File: src/design/assert_macros.svh
// Assertion macros shared by the RTL of the radix sorter.
// Depends on nothing; compiled out when SYNTH is defined.
`ifndef ASSERT_MACROS_SVH
`define ASSERT_MACROS_SVH
`ifndef SYNTH
`define ASSERT_AT(lbl, clk, rstn, prop) \
  lbl: assert property (@(posedge clk) disable iff (!rstn) prop) \
    else $error("assertion failed");
`define ASSERT_NEVER(lbl, clk, rstn, prop) \
  lbl: assert property (@(posedge clk) disable iff (!rstn) !(prop)) \
    else $error("forbidden condition seen");
`else
`define ASSERT_AT(lbl, clk, rstn, prop)
`define ASSERT_NEVER(lbl, clk, rstn, prop)
`endif
`endif

File: src/design/krs_ram.sv
// Simple dual-port synchronous RAM, one write and one read port,
// registered read data (read-before-write). No dependencies.
module krs_ram #(
  parameter int unsigned WIDTH = 8,
  parameter int unsigned DEPTH = 64,
  parameter int unsigned AW    = 6
) (
  input  logic             clk_i,
  input  logic             we_i,
  input  logic [AW-1:0]    waddr_i,
  input  logic [WIDTH-1:0] wdata_i,
  input  logic [AW-1:0]    raddr_i,
  output logic [WIDTH-1:0] rdata_o
);
  logic [WIDTH-1:0] mem [DEPTH];

  always_ff @(posedge clk_i) begin
    if (we_i) begin
      mem[waddr_i] <= wdata_i;
    end
    rdata_o <= mem[raddr_i];
  end
endmodule

File: config.mk
export PLATFORM = sky130hd
export DESIGN_NAME = krs_ram
export DESIGN_NICKNAME = d
export VERILOG_FILES = /design/src/design/assert_macros.svh /design/src/design/krs_ram.sv
export SDC_FILE = /design/constraint.sdc
export NUM_CORES = 1
export LEC_CHECK = 0
export CAP_MARGIN = 10
export CORE_MARGIN = 8
export CORE_UTILIZATION = 63
export CTS_CLUSTER_DIAMETER = 30
export DETAILED_ROUTE_END_ITERATION = 8
export DONT_BUFFER_PORTS = 1
export GPL_ROUTABILITY_DRIVEN = 0
export GPL_TIMING_DRIVEN = 1
export PLACE_DENSITY = 0.82
export SYNTH_ARGS = -nofsm -noshare
export SYNTH_HDL_FRONTEND = slang
export SYNTH_SLANG_ARGS = --single-unit
File: constraint.sdc
create_clock -name clk_i -period 2.6 [get_ports clk_i]
set_input_delay 0.52 -clock clk_i [delete_from_list [all_inputs] [get_ports clk_i]]
set_output_delay 0.52 -clock clk_i [all_outputs]
set_load 0.1 [all_outputs]
==> results of run 1 <==
==> flip-flops by register name, indices dropped and copies added, names as in the netlist <==
register / cells
mem: 512
rdata_o: 8
==> cell families (layout without fill, tap and decap cells) <==
| kind of cell | Yosys count | in the layout | share of synthesized area (%) |
|---|---|---|---|
| flops | 520 | 520 | 77.0 |
| mux | 162 | 162 | 15.9 |
| simple gates | 153 | 153 | 3.39 |
| compound gates | 54 | 54 | 2.07 |
| buf+inv | 51 | 246 | 1.57 |
==> synthesized netlist by cell type <==
master     count
buf_1          4
a2111oi_0      2
o2111ai_1      3
nand3b_1       3
a221oi_1       6
edfxtp_1     512
nor2b_1       14
nand3_1       13
a22oi_1        3
o41ai_1        2
o311ai_1       1
a21oi_1        3
mux4_2       126
o2bb2ai_1      3
nor4_1         2
or3_1          1
nor2_1        83
o21ai_1        2
o21ai_0        2
buf_4         13
o221a_2        2
o32ai_1        2
nand4b_1       1
nor3_1         7
buf_12         2
o21a_1         2
nand2b_1       7
dfxtp_1        8
o22ai_1        8
buf_6          4
a31oi_1        1
nand2_1       19
buf_2         11
mux2_2        13
a211oi_1       4
o221ai_1       8
mux2i_1       23
and2_1         1
nand4_1        2
clkbuf_1      17
==> routing by layer <==
layer / share of wire, % / GRT usage [%]
met3: 12 / 6.39
met1: 34 / 35.4
met4: 4.9 / 13.1
met2: 48 / 43.3
met5: 0 / 0
==> worst paths after layout <==
check | from | to | slack, ns | cells past startpoint
worst max-delay path | mem[3][5] | rdata_o[5] | 0.40 | 4
worst min-delay path | wdata_i[6] | mem[11][6] | 0.03 | 0
worst max register to register | mem[3][5] | rdata_o[5] | 0.40 | 4
worst min register to register | mem[23][2] | rdata_o[2] | 0.89 | 4
==> critical path, stage by stage (launching register included) <==
cell and delay, ns:
edfxtp_1 0.38, mux4_2 0.48, nor2b_1 0.16, a2111oi_0 0.84
o41ai_1 0.19
==> power by group through the flow <==
stage / Combinational (mW) / Clock (mW) / Sequential (mW)
5_1_grt: 0.688 / 11.7 / 9.32
6_report: 0.672 / 11.3 / 9.32
4_1_cts: 0.664 / 11.3 / 9.32
3_5_place_dp: 0.634 / 0 / 9.48
3_3_place_gp: 0.620 / 0 / 9.48
2_1_floorplan: 0.494 / 0 / 9.59
==> area by class of cell <==
type	count	area, um2	share of cell area, %
Sequential cell	520	15500	65.0
Multi-Input combinational cell	369	4320	18.1
Clock buffer	96	2230	9.34
Clock inverter	64	656	2.74
Timing Repair Buffer	86	646	2.70
Tap cell	402	503	2.11
==> metrics by stage <==
| step | total power [mW] | std cells |
|---|---|---|
| finish | 21.3 | 1537 |
| global route | 21.7 | 1537 |
| CTS | 21.3 | 1537 |
| detailed placement | 10.1 | 1377 |
| global placement | 10.1 | 1377 |
| floorplan | 10.1 | 940 |
==> results.md, run 1 <==
* Pin count of the biggest net entering global routing at 138
* First-pass GRT wire length at 75400 um
* Mapped Nets at 962
* Most frequent cells in the layout: edfxtp_1, mux4_2, clkbuf_16
* Cells after Synth at 940
* Die area at 38000 um2
* Yosys top cell area share at 76.2%
* Pre-Repair DR Iteration Count at 5
* Cts repair resizes at 0
* Unrepaired setup endpoints after global routing: no
* Ports at 30
* Post-DP HPWL at 24400 um
* Die H at 195 um
* Routed Antenna Nets at 0
* Worst hold path type: input port to register
* Diode count at 0
* Via count at 11.0k
* Post-DP Area at 21000 um2
* PwrDens at 890 nW/um2
* Tmin final at 2.20 ns
* Crit share post-route at 84.5%
* Sw Pwr at 4.52 mW
* Nets@finish at 1085
* Sequential element share of the synthesized area at 77.0%
* Reg power frac at 43.8%
* Total negative slack at 0 ns
* Deepest clock path buffer count at 3
* Fill cells at 1490
* Slew HR at 34.9%
* Syn_area_per_cell at 21.5 um2
* Remaining Overflow, GRT at 0
* Area growth syn-to-layout at 18.4%
* Switching share of power at 21.3%
* MaxCap Viol Count at 0
* Maximum vdd drop at 0.575 mV
* Clock Latency Late Sink at 0.60 ns
* Final core occ at 75.7%
* CTS tree: done
* Final instance area at 23900 um2
* Worst Setup End Kind: register
* # clock sinks at 520
* Commonest non-fill, non-tap cell in the layout: edfxtp_1
* CP arrival at 2.64 ns
* CTS root buffer: clkbuf_16
* GRT Total Usage at 27.2%
* Share of layout cells above drive strength 1 at 32.5%
* Gate power share at 3.2%
* Clk pwr share at 53.0%
* Routed length per instance at 33.4 um
* Setup violators final at 0
* Worst Path Max Fanout at 1
* Status: finished, final reports clean
* Clock-pin slew on the worst setup and hold paths at 0.05 ns
* Hold slack final at 0.0278 ns
* Num CTS Buffers at 86
* Leakage at 7.80 nW
* Yosys cell types at 40
* FMAX at 455 MHz
* Worst Setup Path Type: register to register
* Cell area after synthesis at 20200 um2
* Largest cells by area after synthesis: edfxtp_1, mux4_2, nor2_1, mux2i_1, dfxtp_1
* Post CTS Setup Buffer Count at 0
* CP Launch Type: register
* DR iter-0 viols at 1824
* Final WL at 51300 um
* Number of synthesis warnings at 0
* Max Slew Vio Count at 0
* Initial antenna violation count at 1
* H-tree depth at 3
* Pre-CTS WS at 0.324 ns
* Clk_skew at 0.0331 ns
* Synth area leader: edfxtp_1
* Yosys reg bits at 520
* Std-Cell Core Area at 31600 um2
* Via/cell ratio at 7.14
* Vias in the first global route at 11.1k
* Internal power at 16.7 mW
* CTS Hold Buffers Added at 0
* Row count at 65
* Die X-Extent at 195 um
* Port-buffer cells at 0
* Starting Density at 63.9%
* DRC viols at 0
* Worst endpoint required time at 3.04 ns
* Final Hold Viols at 0
* PnR worst setup slack at 0.403 ns
* Slew @ Worst Pin at 0.951 ns
No activity file was read; power rests on OpenSTA's default activity.
==> run 2: changes to the inputs <==
--- a/config.mk
+++ b/config.mk
@@ -7,13 +7,13 @@
 export LEC_CHECK = 0
 export CAP_MARGIN = 10
 export CORE_MARGIN = 8
-export CORE_UTILIZATION = 63
+export CORE_UTILIZATION = 57
 export CTS_CLUSTER_DIAMETER = 30
 export DETAILED_ROUTE_END_ITERATION = 8
 export DONT_BUFFER_PORTS = 1
 export GPL_ROUTABILITY_DRIVEN = 0
 export GPL_TIMING_DRIVEN = 1
-export PLACE_DENSITY = 0.82
+export PLACE_DENSITY = 0.78
 export SYNTH_ARGS = -nofsm -noshare
 export SYNTH_HDL_FRONTEND = slang
 export SYNTH_SLANG_ARGS = --single-unit
==> constraint.sdc (replaced) <==
create_clock -name clk_i -period 1.76 [get_ports clk_i]
set_input_delay 0.352 -clock clk_i [delete_from_list [all_inputs] [get_ports clk_i]]
set_output_delay 0.352 -clock clk_i [all_outputs]
set_load 0.1 [all_outputs]
==> run 2 against run 1 <==
The flow now finishes with violations (negative setup slack); die area increased by 9.6%; total power increased by 41%; register-to-register slack got worse by 0.59 ns; setup slack got worse by 0.59 ns; flip-flop and latch count unchanged; worst hold slack improved by 0.020 ns; critical path depth unchanged; critical endpoint is now rdata_o[7]; largest cell class unchanged; largest power group unchanged.
==> results.md, run 2 (synthesis gave the netlist of run 1 again) <==
* Status: complete, but fails checks
* Violated checks: negative setup slack
* Hold slack final at 0.0480 ns
* Row count at 69
* DR iter-0 viols at 1291
* MaxCap Viol Count at 0
* Placed cells at 1452
* Initial antenna violation count at 0
* Internal power at 23.5 mW
* Most used cell, CP: mux4_2
* Via/cell ratio at 6.47
* Maximum vdd drop at 0.697 mV
* Leakage at 7.89 nW
* Crit share post-route at 110%
* CP peak stage delay at 0.55 ns
* Biggest regs: mem: 512 flops, rdata_o: 8 flops
* Gate power share at 4.3%
* Final Hold Viols at 0
* Largest register FFs at 512
* Vias in the first global route at 10.6k
* Share of layout cells above drive strength 1 at 36.8%
* Routed Antenna Nets at 0
* PwrDens at 1240 nW/um2
* Via count at 10.4k
* FMAX at 514 MHz
* Tmin final at 1.94 ns
* WP depth at 4
* Setup violators final at 8
* Nets@finish at 1102
* Diode count at 0
* Starting Density at 57.3%
* Unrepaired setup endpoints after global routing: yes
* GRT Total Usage at 22.8%
* Num CTS Buffers at 76
* Most flop-heavy register: mem
* Worst-case reg-to-reg path depth at 4
* Clk_skew at 0.0159 ns
* # clock sinks at 520
* Clock-pin slew on the worst setup and hold paths at 0.06 ns
* Crit path max-delay cell type: mux4_2
* Port-buffer cells at 0
* Area growth syn-to-layout at 20.1%
* Worst Setup End Kind: register
* Max Slew Vio Count at 0
* Sw Pwr at 6.61 mW
* Deepest clock path buffer count at 3
* Fin cells at 1604
* Buffers & Inverters on Critical Path at 0
* Most frequent cells in the layout: edfxtp_1, mux4_2, buf_4
* Final WL at 47800 um
* DRC viols at 0
* Routed length per instance at 29.8 um
* Switching share of power at 22.0%
* Commonest non-fill, non-tap cell in the layout: edfxtp_1
* Worst hold path type: input port to register
* CTS root buffer: clkbuf_16
* Post-DP HPWL at 24500 um
* Crit-path cells: mux4_2 > mux4_2 > o21ai_4 > nand2_2
* Fill cells at 1989
* Slew @ Worst Pin at 0.710 ns
* Clock Latency Late Sink at 0.58 ns
* Hold depth at 2
* Pre-Repair DR Iteration Count at 5
* Ports at 30
* Met3 Usage GRT at 6.20%
* Die H at 204 um
* Die X-Extent at 204 um
* PnR worst setup slack at -0.184 ns
* Worst Path Max Fanout at 1
* Grt met2 use at 37.3%
* Worst endpoint required time at 2.21 ns
* Remaining Overflow, GRT at 0
* Worst Setup Path Type: register to register
* CP arrival at 2.40 ns
* Cell family with most CP delay: multiplexers
* Met1 Usage GRT at 29.2%
* First-pass GRT wire length at 69400 um
* GR peak layer: met2
* FF+latch area at 15500 um2
* Slew HR at 52.2%
* Clk pwr share at 49.9%
* Die area at 41700 um2
* H-tree depth at 3
* Total Power at 30.1 mW
* Pin count of the biggest net entering global routing at 138
* Std-Cell Core Area at 35200 um2
* Area occupied by multi-input gates at 4530 um2
* Reg power frac at 45.8%
* CP Launch Type: register
* CTS tree: done
==> run 2: layout make-up <==
class                   instances  area share [%]
repair buffers                113            4.24
flip-flops and latches        520            64.1
clock buffers                  86            8.18
multi-input cells             369            18.7
well taps                     461            2.38
clock inverters                55            2.38
==> run 2: through the flow <==
step,area (um2),utilization [%],worst slack [ns],setup TNS (ns)
global route,24200,68.8,-0.204,-1.04
global placement,21300,60.4,-0.534,-1.24
floorplan,20300,-,-0.140,-5.40
CTS,24100,68.5,-0.135,-0.470
detailed placement,21300,60.4,-0.593,-1.41
finish,24200,68.8,-0.184,-0.822
==> run 2: repair_timing <==
item,in CTS,in global routing
hold endpoints to repair,519,8
gates resized for setup,16,15
setup buffers,0,0
endpoints found under the setup margin,8,8
pin swaps,3,1
hold buffers,8,3
==> run 2: final timing paths <==
check / from / endpoint / slack [ns]
max: mem[34][7] / rdata_o[7] / -0.18
min: raddr_i[3] / rdata_o[5] / 0.05
max reg2reg: mem[34][7] / rdata_o[7] / -0.18
min reg2reg: mem[31][6] / rdata_o[6] / 0.84
==> run 2: per-layer routing <==
| metal | share of wire [%] | wire length (um) |
|---|---|---|
| met4 | 3.4 | 1610 |
| met3 | 11 | 5050 |
| met5 | 0 | 0 |
| met1 | 36 | 17100 |
| met2 | 50 | 24000 |
==> run 2: power by group through the flow <==
stage,sequential (mW),combinational (mW),clock (mW)
floorplan,14.2,0.755,0
global placement,14.0,0.943,0
detailed placement,14.0,0.957,0
CTS,13.8,1.24,15.1
global route,13.8,1.34,15.7
finish,13.8,1.29,15.0
==> run 2: worst reg2reg max path: stages, from the launching register on <==
cell	delay, ns
edfxtp_1	0.42
mux4_2	0.53
mux4_2	0.56
o21ai_4	0.24
nand2_2	0.08
